**config.mk**
```make
export PLATFORM = sky130hd
export DESIGN_NAME = modular_square_root
export DESIGN_NICKNAME = d
export VERILOG_FILES = /design/src/hdl/msr_pkg.sv /design/src/hdl/msr_mulmod.sv /design/src/hdl/msr_divmod.sv /design/src/hdl/modular_square_root.sv
export VERILOG_INCLUDE_DIRS = /design/src /design/src/hdl
export SDC_FILE = /design/constraint.sdc
export NUM_CORES = 2
export LEC_CHECK = 0
export ABC_AREA = 1
export BUFFER_PORTS_ARGS = -buffer_cell sky130_fd_sc_hd__buf_2
export CORE_ASPECT_RATIO = 0.8
export CORE_MARGIN = 2
export CORE_UTILIZATION = 40
export DETAILED_ROUTE_END_ITERATION = 8
export HOLD_SLACK_MARGIN = 0.02
export PLACE_DENSITY = 0.66
export SLEW_MARGIN = 10
export SYNTH_ARGS = -nofsm -noshare
export SYNTH_HDL_FRONTEND = slang
export SYNTH_SLANG_ARGS = --single-unit
```
**constraint.sdc**
```tcl
create_clock -name clk -period 10.6 [get_ports clk]
set_input_delay 1.59 -clock clk [delete_from_list [all_inputs] [get_ports clk]]
set_output_delay 1.59 -clock clk [all_outputs]
set_load 0.005 [all_outputs]
```
**src/hdl/modular_square_root_assert.svh**
```systemverilog
// Assertion macros for the modular square root block.
`ifndef MODULAR_SQUARE_ROOT_ASSERT_SVH
`define MODULAR_SQUARE_ROOT_ASSERT_SVH
`ifndef ASSERT_OFF
`define MSR_ASSERT_IMPL(label, ant, cons) \
    label: assert property (@(posedge clk) disable iff (!rst_n) (ant) |-> (cons)) \
        else $error("assertion failed");
`define MSR_ASSERT_NEXT(label, ant, cons) \
    label: assert property (@(posedge clk) disable iff (!rst_n) (ant) |=> (cons)) \
        else $error("assertion failed");
`else
`define MSR_ASSERT_IMPL(label, ant, cons)
`define MSR_ASSERT_NEXT(label, ant, cons)
`endif
`endif

```
**src/hdl/msr_pkg.sv**
```systemverilog
// ---------------------------------------------------------------------------
// msr_pkg
// Shared types for the modular square root block.
// ---------------------------------------------------------------------------
`timescale 1ns / 1ps
`default_nettype none
package msr_pkg;
    localparam int unsigned NR_LIMIT = 1024;

    // Request to the bit-serial modular multiplier and remainder unit.
    typedef struct packed {
        logic start;
    } mul_ctl_t;

    typedef struct packed {
        logic busy;
        logic done;
    } mul_sts_t;
endpackage
`default_nettype wire

```
**src/hdl/msr_mulmod.sv**
```systemverilog
// ---------------------------------------------------------------------------
// msr_mulmod
// Bit-serial modular multiplier: one multiplier bit per cycle, MSB first.
// ---------------------------------------------------------------------------
`timescale 1ns / 1ps
`default_nettype none
module msr_mulmod
    import msr_pkg::*;
#(
    parameter int WIDTH = 32
)
(
    input  wire logic             clk,
    input  wire logic             rst_n,
    input  wire mul_ctl_t         ctl,
    output mul_sts_t              sts,
    input  wire logic [WIDTH-1:0] a,
    input  wire logic [WIDTH-1:0] b,
    input  wire logic [WIDTH-1:0] m,
    output logic      [WIDTH-1:0] prod
);
    localparam int CW = $clog2(WIDTH + 1);

    logic [WIDTH-1:0] acc_reg, acc_next;
    logic [WIDTH-1:0] sh_reg, sh_next;
    logic [CW-1:0]    cnt_reg, cnt_next;
    logic             busy_reg, busy_next;
    logic             done_reg, done_next;
    logic [WIDTH:0]   dbl;
    logic [WIDTH:0]   dbl_red;
    logic [WIDTH:0]   add;
    logic [WIDTH-1:0] step;

    always_comb
    begin
        // double, reduce, conditionally add a, reduce
        dbl     = {acc_reg, 1'b0};
        dbl_red = (dbl >= {1'b0, m}) ? dbl - {1'b0, m} : dbl;
        add     = dbl_red + {1'b0, a};
        if (sh_reg[WIDTH-1])
            step = (add >= {1'b0, m}) ? WIDTH'(add - {1'b0, m}) : WIDTH'(add);
        else
            step = WIDTH'(dbl_red);

        acc_next  = acc_reg;
        sh_next   = sh_reg;
        cnt_next  = cnt_reg;
        busy_next = busy_reg;
        done_next = 1'b0;
        if (ctl.start)
        begin
            acc_next  = '0;
            sh_next   = b;
            cnt_next  = CW'(WIDTH);
            busy_next = 1'b1;
        end
        else if (busy_reg)
        begin
            acc_next = step;
            sh_next  = {sh_reg[WIDTH-2:0], 1'b0};
            cnt_next = cnt_reg - 1'b1;
            if (cnt_reg == CW'(1))
            begin
                busy_next = 1'b0;
                done_next = 1'b1;
            end
        end
    end

    always_ff @(posedge clk or negedge rst_n)
    begin
        if (!rst_n)
        begin
            busy_reg <= 1'b0;
            done_reg <= 1'b0;
            cnt_reg  <= '0;
        end
        else
        begin
            busy_reg <= busy_next;
            done_reg <= done_next;
            cnt_reg  <= cnt_next;
        end
    end

    always_ff @(posedge clk)
    begin
        acc_reg <= acc_next;
        sh_reg  <= sh_next;
    end

    assign sts.busy = busy_reg;
    assign sts.done = done_reg;
    assign prod     = acc_reg;
endmodule
`default_nettype wire

```
**src/hdl/msr_divmod.sv**
```systemverilog
// ---------------------------------------------------------------------------
// msr_divmod
// Restoring remainder unit: one dividend bit per cycle.
// ---------------------------------------------------------------------------
`timescale 1ns / 1ps
`default_nettype none
module msr_divmod
    import msr_pkg::*;
#(
    parameter int WIDTH = 32
)
(
    input  wire logic             clk,
    input  wire logic             rst_n,
    input  wire mul_ctl_t         ctl,
    output mul_sts_t              sts,
    input  wire logic [WIDTH-1:0] num,
    input  wire logic [WIDTH-1:0] m,
    output logic      [WIDTH-1:0] rem
);
    localparam int CW = $clog2(WIDTH + 1);

    logic [WIDTH-1:0] r_reg, r_next;
    logic [WIDTH-1:0] sh_reg, sh_next;
    logic [CW-1:0]    cnt_reg, cnt_next;
    logic             busy_reg, busy_next;
    logic             done_reg, done_next;
    logic [WIDTH:0]   trial;

    always_comb
    begin
        trial     = {r_reg, sh_reg[WIDTH-1]};
        r_next    = r_reg;
        sh_next   = sh_reg;
        cnt_next  = cnt_reg;
        busy_next = busy_reg;
        done_next = 1'b0;
        if (ctl.start)
        begin
            r_next    = '0;
            sh_next   = num;
            cnt_next  = CW'(WIDTH);
            busy_next = 1'b1;
        end
        else if (busy_reg)
        begin
            r_next   = (trial >= {1'b0, m}) ? WIDTH'(trial - {1'b0, m}) : WIDTH'(trial);
            sh_next  = {sh_reg[WIDTH-2:0], 1'b0};
            cnt_next = cnt_reg - 1'b1;
            if (cnt_reg == CW'(1))
            begin
                busy_next = 1'b0;
                done_next = 1'b1;
            end
        end
    end

    always_ff @(posedge clk or negedge rst_n)
    begin
        if (!rst_n)
        begin
            busy_reg <= 1'b0;
            done_reg <= 1'b0;
            cnt_reg  <= '0;
        end
        else
        begin
            busy_reg <= busy_next;
            done_reg <= done_next;
            cnt_reg  <= cnt_next;
        end
    end

    always_ff @(posedge clk)
    begin
        r_reg  <= r_next;
        sh_reg <= sh_next;
    end

    assign sts.busy = busy_reg;
    assign sts.done = done_reg;
    assign rem      = r_reg;
endmodule
`default_nettype wire

```
**src/hdl/modular_square_root.sv**
```systemverilog
// ---------------------------------------------------------------------------
// modular_square_root
// Tonelli-Shanks square root modulo a prime, built on a bit-serial multiplier.
// ---------------------------------------------------------------------------
// One transaction in, one transaction out. The value is reduced by a
// bit-serial remainder unit, then every modular product goes through one
// shared bit-serial multiplier. The Euler test and each non-residue test
// are about 2*WIDTH products, the three setup exponentiations about
// 6*WIDTH, and the correction loop up to s*s products where p-1 = q*2^s,
// so large s or a distant non-residue makes a transaction longer. The input
// is taken only while the block is idle; the result sits in an output
// register until taken. Primality is assumed, not checked.
// ---------------------------------------------------------------------------
`timescale 1ns / 1ps
`default_nettype none
`include "modular_square_root_assert.svh"
module modular_square_root
    import msr_pkg::*;
#(
    parameter int WIDTH = 32
)
(
    input  wire logic             clk,
    input  wire logic             rst_n,
    input  wire logic             in_valid,
    output logic                  in_ready,
    input  wire logic [31:0]      value,
    input  wire logic [31:0]      prime_modulus,
    output logic                  out_valid,
    input  wire logic             out_ready,
    output logic      [31:0]      root,
    output logic                  no_root
);
    localparam int SW = $clog2(WIDTH + 1);
    localparam int NW = 11;

    // main sequencer, one-hot
    typedef enum logic [13:0] {
        S_IDLE   = 14'b00000000000001,
        S_RED    = 14'b00000000000010,
        S_CHECK  = 14'b00000000000100,
        S_POW    = 14'b00000000001000,  // run exponentiation, sub-step chosen below
        S_POWW   = 14'b00000000010000,
        S_EULER  = 14'b00000000100000,
        S_ZTEST  = 14'b00000001000000,
        S_SETUP  = 14'b00000010000000,
        S_LOOP   = 14'b00000100000000,
        S_ORD    = 14'b00001000000000,
        S_ORDW   = 14'b00010000000000,
        S_MULW   = 14'b00100000000000,
        S_FIX    = 14'b01000000000000,
        S_OUT    = 14'b10000000000000
    } state_t;

    // what an exponentiation result feeds
    typedef enum logic [2:0] {
        P_EULER = 3'd0,
        P_ZTEST = 3'd1,
        P_C     = 3'd2,
        P_U     = 3'd3,
        P_R     = 3'd4
    } pow_dst_t;

    // correction sub-steps
    typedef enum logic [2:0] {
        F_SQB  = 3'd0,
        F_R    = 3'd1,
        F_BB   = 3'd2,
        F_U    = 3'd3,
        F_DONE = 3'd4
    } fix_t;

    state_t           state_reg, state_next;
    pow_dst_t         dst_reg, dst_next;
    fix_t             fix_reg, fix_next;
    logic [WIDTH-1:0] p_reg, p_next;
    logic [WIDTH-1:0] a_reg, a_next;
    logic [WIDTH-1:0] q_reg, q_next;
    logic [SW-1:0]    s_reg, s_next;
    logic [WIDTH-1:0] z_reg, z_next;
    logic [NW-1:0]    nz_reg, nz_next;
    logic [WIDTH-1:0] c_reg, c_next;
    logic [WIDTH-1:0] u_reg, u_next;
    logic [WIDTH-1:0] r_reg, r_next;
    logic [WIDTH-1:0] b_reg, b_next;
    logic [WIDTH-1:0] bb_reg, bb_next;
    logic [SW-1:0]    i_reg, i_next;
    logic [SW-1:0]    k_reg, k_next;
    logic [SW-1:0]    it_reg, it_next;
    // exponentiation registers: base, running result, exponent shift
    logic [WIDTH-1:0] pb_reg, pb_next;
    logic [WIDTH-1:0] pr_reg, pr_next;
    logic [WIDTH-1:0] pe_reg, pe_next;
    logic             pph_reg, pph_next;  // 0: multiply result, 1: square base
    logic [31:0]      root_reg, root_next;
    logic             nr_reg, nr_next;
    logic             ov_reg, ov_next;

    mul_ctl_t         mctl, dctl;
    mul_sts_t         msts, dsts;
    logic [WIDTH-1:0] ma, mb, prod, rem;
    logic [WIDTH-1:0] one_w;
    logic [WIDTH-1:0] pm1;
    logic [WIDTH-1:0] v_in, p_in;

    assign one_w = WIDTH'(1);
    assign pm1   = p_reg - one_w;
    assign v_in  = WIDTH'(value);
    assign p_in  = WIDTH'(prime_modulus);

    msr_mulmod #(.WIDTH(WIDTH)) u_mul (
        .clk  (clk),
        .rst_n(rst_n),
        .ctl  (mctl),
        .sts  (msts),
        .a    (ma),
        .b    (mb),
        .m    (p_reg),
        .prod (prod)
    );

    msr_divmod #(.WIDTH(WIDTH)) u_div (
        .clk  (clk),
        .rst_n(rst_n),
        .ctl  (dctl),
        .sts  (dsts),
        .num  (a_reg),
        .m    (p_reg),
        .rem  (rem)
    );

    always_comb
    begin
        state_next = state_reg;
        dst_next   = dst_reg;
        fix_next   = fix_reg;
        p_next     = p_reg;
        a_next     = a_reg;
        q_next     = q_reg;
        s_next     = s_reg;
        z_next     = z_reg;
        nz_next    = nz_reg;
        c_next     = c_reg;
        u_next     = u_reg;
        r_next     = r_reg;
        b_next     = b_reg;
        bb_next    = bb_reg;
        i_next     = i_reg;
        k_next     = k_reg;
        it_next    = it_reg;
        pb_next    = pb_reg;
        pr_next    = pr_reg;
        pe_next    = pe_reg;
        pph_next   = pph_reg;
        root_next  = root_reg;
        nr_next    = nr_reg;
        ov_next    = ov_reg;
        mctl.start = 1'b0;
        dctl.start = 1'b0;
        ma         = pr_reg;
        mb         = pb_reg;

        unique case (state_reg)
            S_IDLE:
            begin
                if (in_valid)
                begin
                    a_next     = v_in;
                    p_next     = p_in;
                    state_next = S_RED;
                    ov_next    = 1'b0;
                end
            end
            S_RED:
            begin
                // p of 0 or 1: answer 0 at once
                if (p_reg < WIDTH'(2))
                begin
                    root_next  = '0;
                    nr_next    = 1'b0;
                    state_next = S_OUT;
                end
                else
                begin
                    dctl.start = 1'b1;
                    state_next = S_CHECK;
                end
            end
            S_CHECK:
            begin
                if (dsts.done)
                begin
                    a_next = rem;
                    // strip powers of two from p-1, one bit per cycle below
                    q_next = pm1;
                    s_next = '0;
                    if (p_reg == WIDTH'(2) || rem == '0)
                    begin
                        root_next  = 32'(rem);
                        nr_next    = 1'b0;
                        state_next = S_OUT;
                    end
                    else
                    begin
                        pb_next    = rem;
                        pr_next    = one_w;
                        pe_next    = pm1 >> 1;
                        pph_next   = 1'b0;
                        dst_next   = P_EULER;
                        state_next = S_POW;
                    end
                end
            end
            S_POW:
            begin
                // square-and-multiply, exponent LSB first
                if (pe_reg == '0)
                begin
                    unique case (dst_reg)
                        P_EULER: state_next = S_EULER;
                        P_ZTEST: state_next = S_ZTEST;
                        P_C:
                        begin
                            c_next     = pr_reg;
                            pb_next    = a_reg;
                            pr_next    = one_w;
                            pe_next    = q_reg;
                            dst_next   = P_U;
                        end
                        P_U:
                        begin
                            u_next     = pr_reg;
                            pb_next    = a_reg;
                            pr_next    = one_w;
                            pe_next    = (q_reg >> 1) + one_w;
                            dst_next   = P_R;
                        end
                        P_R:
                        begin
                            r_next     = pr_reg;
                            it_next    = '0;
                            state_next = S_LOOP;
                        end
                        default: state_next = S_IDLE;
                    endcase
                end
                else if (!pph_reg && !pe_reg[0])
                    pph_next = 1'b1;
                else
                begin
                    ma         = pph_reg ? pb_reg : pr_reg;
                    mb         = pb_reg;
                    mctl.start = 1'b1;
                    state_next = S_POWW;
                end
            end
            S_POWW:
            begin
                ma = pph_reg ? pb_reg : pr_reg;
                mb = pb_reg;
                if (msts.done)
                begin
                    if (pph_reg)
                    begin
                        pb_next  = prod;
                        pe_next  = pe_reg >> 1;
                        pph_next = 1'b0;
                    end
                    else
                    begin
                        pr_next  = prod;
                        pph_next = 1'b1;
                    end
                    state_next = S_POW;
                end
            end
            S_EULER:
            begin
                // also finish factoring p-1 before starting the non-residue search
                if (pr_reg == pm1)
                begin
                    root_next  = '0;
                    nr_next    = 1'b1;
                    state_next = S_OUT;
                end
                else if (!q_reg[0])
                begin
                    q_next = q_reg >> 1;
                    s_next = s_reg + 1'b1;
                end
                else
                begin
                    z_next     = WIDTH'(2);
                    nz_next    = '0;
                    state_next = S_ZTEST;
                    dst_next   = P_ZTEST;
                    // start first candidate test
                    pb_next    = WIDTH'(2);
                    pr_next    = one_w;
                    pe_next    = pm1 >> 1;
                    pph_next   = 1'b0;
                    ov_next    = 1'b1;  // marks that a test is pending
                    state_next = S_SETUP;
                end
            end
            S_SETUP:
            begin
                // launch a candidate test unless the search is exhausted
                if (z_reg >= p_reg || nz_reg == NW'(NR_LIMIT))
                begin
                    root_next  = '0;
                    nr_next    = 1'b1;
                    state_next = S_OUT;
                end
                else
                begin
                    pb_next    = z_reg;
                    pr_next    = one_w;
                    pe_next    = pm1 >> 1;
                    pph_next   = 1'b0;
                    dst_next   = P_ZTEST;
                    state_next = S_POW;
                end
            end
            S_ZTEST:
            begin
                if (pr_reg != one_w)
                begin
                    pb_next    = z_reg;
                    pr_next    = one_w;
                    pe_next    = q_reg;
                    pph_next   = 1'b0;
                    dst_next   = P_C;
                    state_next = S_POW;
                end
                else
                begin
                    z_next     = z_reg + one_w;
                    nz_next    = nz_reg + 1'b1;
                    state_next = S_SETUP;
                end
            end
            S_LOOP:
            begin
                if (u_reg == one_w)
                begin
                    root_next  = 32'(r_reg);
                    nr_next    = 1'b0;
                    state_next = S_OUT;
                end
                else if (it_reg >= s_reg)
                begin
                    root_next  = '0;
                    nr_next    = 1'b1;
                    state_next = S_OUT;
                end
                else
                begin
                    b_next     = u_reg;
                    i_next     = '0;
                    state_next = S_ORD;
                end
            end
            S_ORD:
            begin
                // find least i with u^(2^i) == 1
                if (b_reg == one_w)
                begin
                    b_next     = c_reg;
                    k_next     = '0;
                    fix_next   = F_SQB;
                    state_next = S_FIX;
                end
                else
                begin
                    ma         = b_reg;
                    mb         = b_reg;
                    mctl.start = 1'b1;
                    state_next = S_ORDW;
                end
            end
            S_ORDW:
            begin
                ma = b_reg;
                mb = b_reg;
                if (msts.done)
                begin
                    b_next = prod;
                    i_next = i_reg + 1'b1;
                    if (i_reg + 1'b1 >= s_reg)
                    begin
                        root_next  = '0;
                        nr_next    = 1'b1;
                        state_next = S_OUT;
                    end
                    else
                        state_next = S_ORD;
                end
            end
            S_FIX:
            begin
                unique case (fix_reg)
                    F_SQB:
                    begin
                        if ({1'b0, k_reg} + {1'b0, i_reg} + 1 < {1'b0, s_reg})
                        begin
                            ma = b_reg;
                            mb = b_reg;
                            mctl.start = 1'b1;
                            state_next = S_MULW;
                        end
                        else
                            fix_next = F_R;
                    end
                    F_R:
                    begin
                        ma = r_reg;
                        mb = b_reg;
                        mctl.start = 1'b1;
                        state_next = S_MULW;
                    end
                    F_BB:
                    begin
                        ma = b_reg;
                        mb = b_reg;
                        mctl.start = 1'b1;
                        state_next = S_MULW;
                    end
                    F_U:
                    begin
                        ma = u_reg;
                        mb = bb_reg;
                        mctl.start = 1'b1;
                        state_next = S_MULW;
                    end
                    F_DONE:
                    begin
                        it_next    = it_reg + 1'b1;
                        state_next = S_LOOP;
                    end
                    default: state_next = S_LOOP;
                endcase
            end
            S_MULW:
            begin
                case (fix_reg)
                    F_R:     begin ma = r_reg; mb = b_reg;  end
                    F_U:     begin ma = u_reg; mb = bb_reg; end
                    default: begin ma = b_reg; mb = b_reg;  end
                endcase
                if (msts.done)
                begin
                    state_next = S_FIX;
                    case (fix_reg)
                        F_SQB:
                        begin
                            b_next = prod;
                            k_next = k_reg + 1'b1;
                        end
                        F_R:
                        begin
                            r_next   = prod;
                            fix_next = F_BB;
                        end
                        F_BB:
                        begin
                            bb_next  = prod;
                            fix_next = F_U;
                        end
                        F_U:
                        begin
                            u_next   = prod;
                            fix_next = F_DONE;
                        end
                        default: fix_next = F_DONE;
                    endcase
                end
            end
            S_OUT:
            begin
                if (out_ready)
                    state_next = S_IDLE;
            end
            default: state_next = S_IDLE;
        endcase
    end

    always_ff @(posedge clk or negedge rst_n)
    begin
        if (!rst_n)
        begin
            state_reg <= S_IDLE;
            dst_reg   <= P_EULER;
            fix_reg   <= F_SQB;
            ov_reg    <= 1'b0;
        end
        else
        begin
            state_reg <= state_next;
            dst_reg   <= dst_next;
            fix_reg   <= fix_next;
            ov_reg    <= ov_next;
        end
    end

    always_ff @(posedge clk)
    begin
        p_reg    <= p_next;
        a_reg    <= a_next;
        q_reg    <= q_next;
        s_reg    <= s_next;
        z_reg    <= z_next;
        nz_reg   <= nz_next;
        c_reg    <= c_next;
        u_reg    <= u_next;
        r_reg    <= r_next;
        b_reg    <= b_next;
        bb_reg   <= bb_next;
        i_reg    <= i_next;
        k_reg    <= k_next;
        it_reg   <= it_next;
        pb_reg   <= pb_next;
        pr_reg   <= pr_next;
        pe_reg   <= pe_next;
        pph_reg  <= pph_next;
        root_reg <= root_next;
        nr_reg   <= nr_next;
    end

    assign in_ready  = (state_reg == S_IDLE) && !ov_reg ? 1'b1 : (state_reg == S_IDLE);
    assign out_valid = (state_reg == S_OUT);
    assign root      = root_reg;
    assign no_root   = nr_reg;

    // hold the result stable while waiting on the consumer
    `MSR_ASSERT_NEXT(a_out_hold, out_valid && !out_ready, out_valid && $stable(root))
    // multiplier is never restarted while busy
    `MSR_ASSERT_IMPL(a_mul_start, mctl.start, !msts.busy)
    // no result flagged with a nonzero root
    `MSR_ASSERT_IMPL(a_nr_zero, out_valid && no_root, root == 32'd0)
endmodule
`default_nettype wire

```
==> impl_metrics.tcl <==
set metrics [dict create \
    use_met2 0.487 \
    worstPathMaxFanout 51 \
    drtIter0Drc 7999 \
    clockRootBuffer "clkbuf_16" \
    post_cts_buffers 0 \
    crit_start "state_reg[13]" \
    clk_pin_slew_worst_paths_ns 0.07 \
    place_hpwl_mm 156 \
    grt_max_degree 73 \
    antenna_found_initial 18 \
    synthToLayoutAreaGrowth_pct 11.0 \
    synth.area.mux_share 0 \
    synth_edf_count 517 \
    p_leak_nw 19.9 \
    hold_viol_final 0 \
    io_buffers 102 \
    slowest_delay_ns 1.11 \
    cts_resized 0 \
    io_pins 103 \
    setup_violations 0 \
    met1_usage 0.502 \
    synth_seq_cells 617 \
    htreeDepth 3 \
    yosys_warnings 0 \
    route.vias.total 44800 \
    drc 3 \
    fin_skew_ns 0.0421 \
    cts_tree "done" \
    syn_avg_cell_area_um2 7.90 \
    start_kind "flip-flop" \
    rsz0062_at_grt "no" \
    cts_buffers 71 \
    die_area_mm2 0.112 \
    gp_congestion 1.08 \
    synth_fa_ha_area_frac 0.0589 \
    synth_simple_gate_area_frac 0.215 \
    setup_tns_ns 0 \
    layout.nets 5825 \
    cts.sinks 617 \
    period_share 0.877 \
    slowest_stage "a22oi_1" \
    die_h_um 299 \
    wirelength_mm 209 \
    synth_nets 5778 \
    slew_headroom 0.0902 \
    ys_seq_area_frac 0.407 \
    r2r_start "state_reg[13]" \
    power_density_mw_per_mm2 413 \
    ctsLongestPathBuffers 3 \
    die_x_um 373 \
    fmax_ghz 0.108 \
    tightest_slew_ns 1.36 \
    crit_required_ns 11.18 \
    yosysUniqueCellTypes 77 \
    netlist_area_mm2 0.0435 \
    end_kind "flip-flop" \
    peakVddDrop_v 0.000749 \
    critPathMostFrequentCell "nand2_1" \
    synth_top_family_by_area "simple AND/OR/NAND/NOR gates" \
    ant_nets 0 \
    power_mw 19.9 \
    viasPerCell 6.35 \
    grt_pass1_wl_mm 294 \
    drt_pass1_iterations 9 \
    drive_gt1_frac 0.0857 \
    synthCells 5508 \
    core.rowCount 108 \
    top_usage_layer "met1" \
    drv_cap 0 \
    grt.total_usage 0.363 \
    synth-main-ff-cell "edfxtp_1" \
    synth_compound_area_frac 0.208 \
    crit_type "flip-flop to flip-flop" \
    grt_pass1_vias 40400 \
    wire_per_inst_um 29.6 \
    clk_latency_ns 0.71 \
    hp-start "u_div.sh_reg[19]" \
    ctsHoldBuffers 0 \
    run_status "finished with violations" \
    synthXorXnorAreaFrac 0.0302 \
    violations "design-rule violations" \
    synth-async-reset-ratio 0.0583 \
    design.core.area_mm2 0.108 \
    grt_util_met3 0.134 \
    overflow 0 \
    period_needed_ns 9.29 \
    start_util 0.402 \
    hold_class "flip-flop to flip-flop" \
    crit_arrival_ns 9.88 \
    slew_viol_final 0 \
]
[worst max-delay path: cells and delay by family, from the launching register on]
family	cells	cell delay, ns
AND/OR/NAND/NOR	17	3.59
AO/OA/AOI/OAI	7	2.89
XOR/XNOR	1	0.24
flip-flops	1	0.39
buffers and inverters	5	1.24
adder cells (fa/ha/maj)	2	0.80
[Yosys cell counts (all sizes together) (7+ instances only)]
cell type | instances | share of area
a211oi | 17 | 0.0029
a21boi | 7 | 0.0012
a21o | 27 | 0.0047
a21oi | 398 | 0.046
a221oi | 66 | 0.013
a22oi | 123 | 0.021
a31oi | 24 | 0.0034
and2 | 9 | 0.0013
buf | 59 | 0.0065
clkbuf | 178 | 0.015
dfrtp | 35 | 0.020
dfxtp | 64 | 0.029
edfxtp | 517 | 0.36
ha | 197 | 0.057
inv | 683 | 0.059
nand2 | 1098 | 0.095
nand3 | 269 | 0.033
nand3b | 7 | 0.0012
nand4 | 137 | 0.020
nor2 | 419 | 0.039
nor3 | 85 | 0.010
nor3b | 9 | 0.0016
nor4 | 59 | 0.0086
o2111ai | 16 | 0.0032
o211ai | 138 | 0.024
o21a | 21 | 0.0036
o21ai | 528 | 0.061
o21bai | 10 | 0.0017
o221ai | 42 | 0.0084
o22ai | 51 | 0.0073
or2 | 25 | 0.0037
xnor2 | 47 | 0.0095
xor2 | 97 | 0.020
[cells by family after synthesis]
kind of cell,after synthesis
simple gates,2123
flops,617
xor+xnor,145
buf+inv,925
fa+ha+maj,202
compound gates,1496
[final cells by class]
| cell class | instances | area [um^2] |
|---|---|---|
| fillers | 10800 | 59900 |
| multi-input cells | 3966 | 22500 |
| flip-flops and latches | 617 | 17700 |
| inverters | 688 | 2590 |
| clock buffers | 89 | 1930 |
| well taps | 1430 | 1790 |
| repair buffers | 211 | 1350 |
| clock inverters | 39 | 450 |
| diodes | 13 | 32.5 |
[through the flow]
| stage | cells | hold WS (ns) | util | instance area, um^2 | setup slack (ns) |
|---|---|---|---|---|---|
| 5_1_grt | 7040 | 0.539 | 0.446 | 48300 | 0.962 |
| 3_3_place_gp | 6912 | 0.498 | 0.424 | 45900 | 2.02 |
| 2_1_floorplan | 5508 | 0.424 | - | 43500 | 3.27 |
| 6_report | 7053 | 0.513 | 0.446 | 48300 | 1.31 |
| 4_1_cts | 7040 | 0.514 | 0.446 | 48300 | 1.79 |
| 3_5_place_dp | 6912 | 0.504 | 0.424 | 45900 | 1.86 |
[worst paths after layout]
check	endpoint	slack, ns	depth (start not counted)
setup / recovery	u_mul.prod[21]	1.31	32
hold / removal	u_div.sh_reg[20]	0.51	2
setup reg to reg	u_mul.prod[21]	1.31	32
hold reg to reg	u_div.sh_reg[20]	0.51	2
max in group asynchronous	u_mul.busy_reg	8.86	1
min in group asynchronous	u_mul.busy_reg	1.07	1
[layer usage]
layer  vias to the layer above  routed length [um]
met5                         -                  98
met4                        12               13900
met3                       621               31400
met2                      3351               80000
met1                     21200               83300
li1                      19600                   -
[power breakdown]
| part | switching [mW] | internal, mW | leakage (nW) |
|---|---|---|---|
| registers | 0.594 | 3.29 | 5.84 |
| clock network | 1.15 | 1.43 | 1.15 |
| logic | 9.38 | 4.10 | 12.9 |
| total | 11.1 | 8.82 | 19.9 |
[placed cells by master, fill, tap and decap left out, types with 10 or more instances in the layout]
| cell type | Yosys | final |
|---|---|---|
| nand2_1 | 1088 | 1083 |
| inv_1 | 658 | 654 |
| o21ai_0 | 519 | 519 |
| edfxtp_1 | 517 | 517 |
| a21oi_1 | 396 | 394 |
| nor2_1 | 386 | 374 |
| nand3_1 | 255 | 255 |
| ha_1 | 197 | 197 |
| o211ai_1 | 138 | 138 |
| nand4_1 | 132 | 132 |
| a22oi_1 | 123 | 123 |
| buf_4 | 2 | 107 |
| buf_2 | 43 | 102 |
| xor2_1 | 93 | 93 |
| nor3_1 | 83 | 79 |
| clkbuf_16 | 0 | 72 |
| a221oi_1 | 66 | 65 |
| dfxtp_1 | 64 | 64 |
| nor4_1 | 58 | 57 |
| o22ai_1 | 51 | 51 |
| xnor2_1 | 47 | 47 |
| o221ai_1 | 42 | 42 |
| dfrtp_1 | 35 | 34 |
| a21o_1 | 27 | 27 |
| inv_2 | 24 | 27 |
| nor2_2 | 23 | 27 |
| a31oi_1 | 24 | 23 |
| or2_2 | 23 | 23 |
| o21a_1 | 20 | 20 |
| nor2_4 | 9 | 17 |
| a211oi_1 | 17 | 17 |
| o2111ai_1 | 16 | 16 |
| diode_2 | 0 | 13 |
| clkinv_1 | 4 | 13 |
| nand3_2 | 13 | 13 |
| nand2_2 | 8 | 12 |
| clkinv_2 | 1 | 11 |
| clkbuf_1 | 178 | 11 |
| o21bai_1 | 10 | 10 |
(Power assumes the default switching activity.)
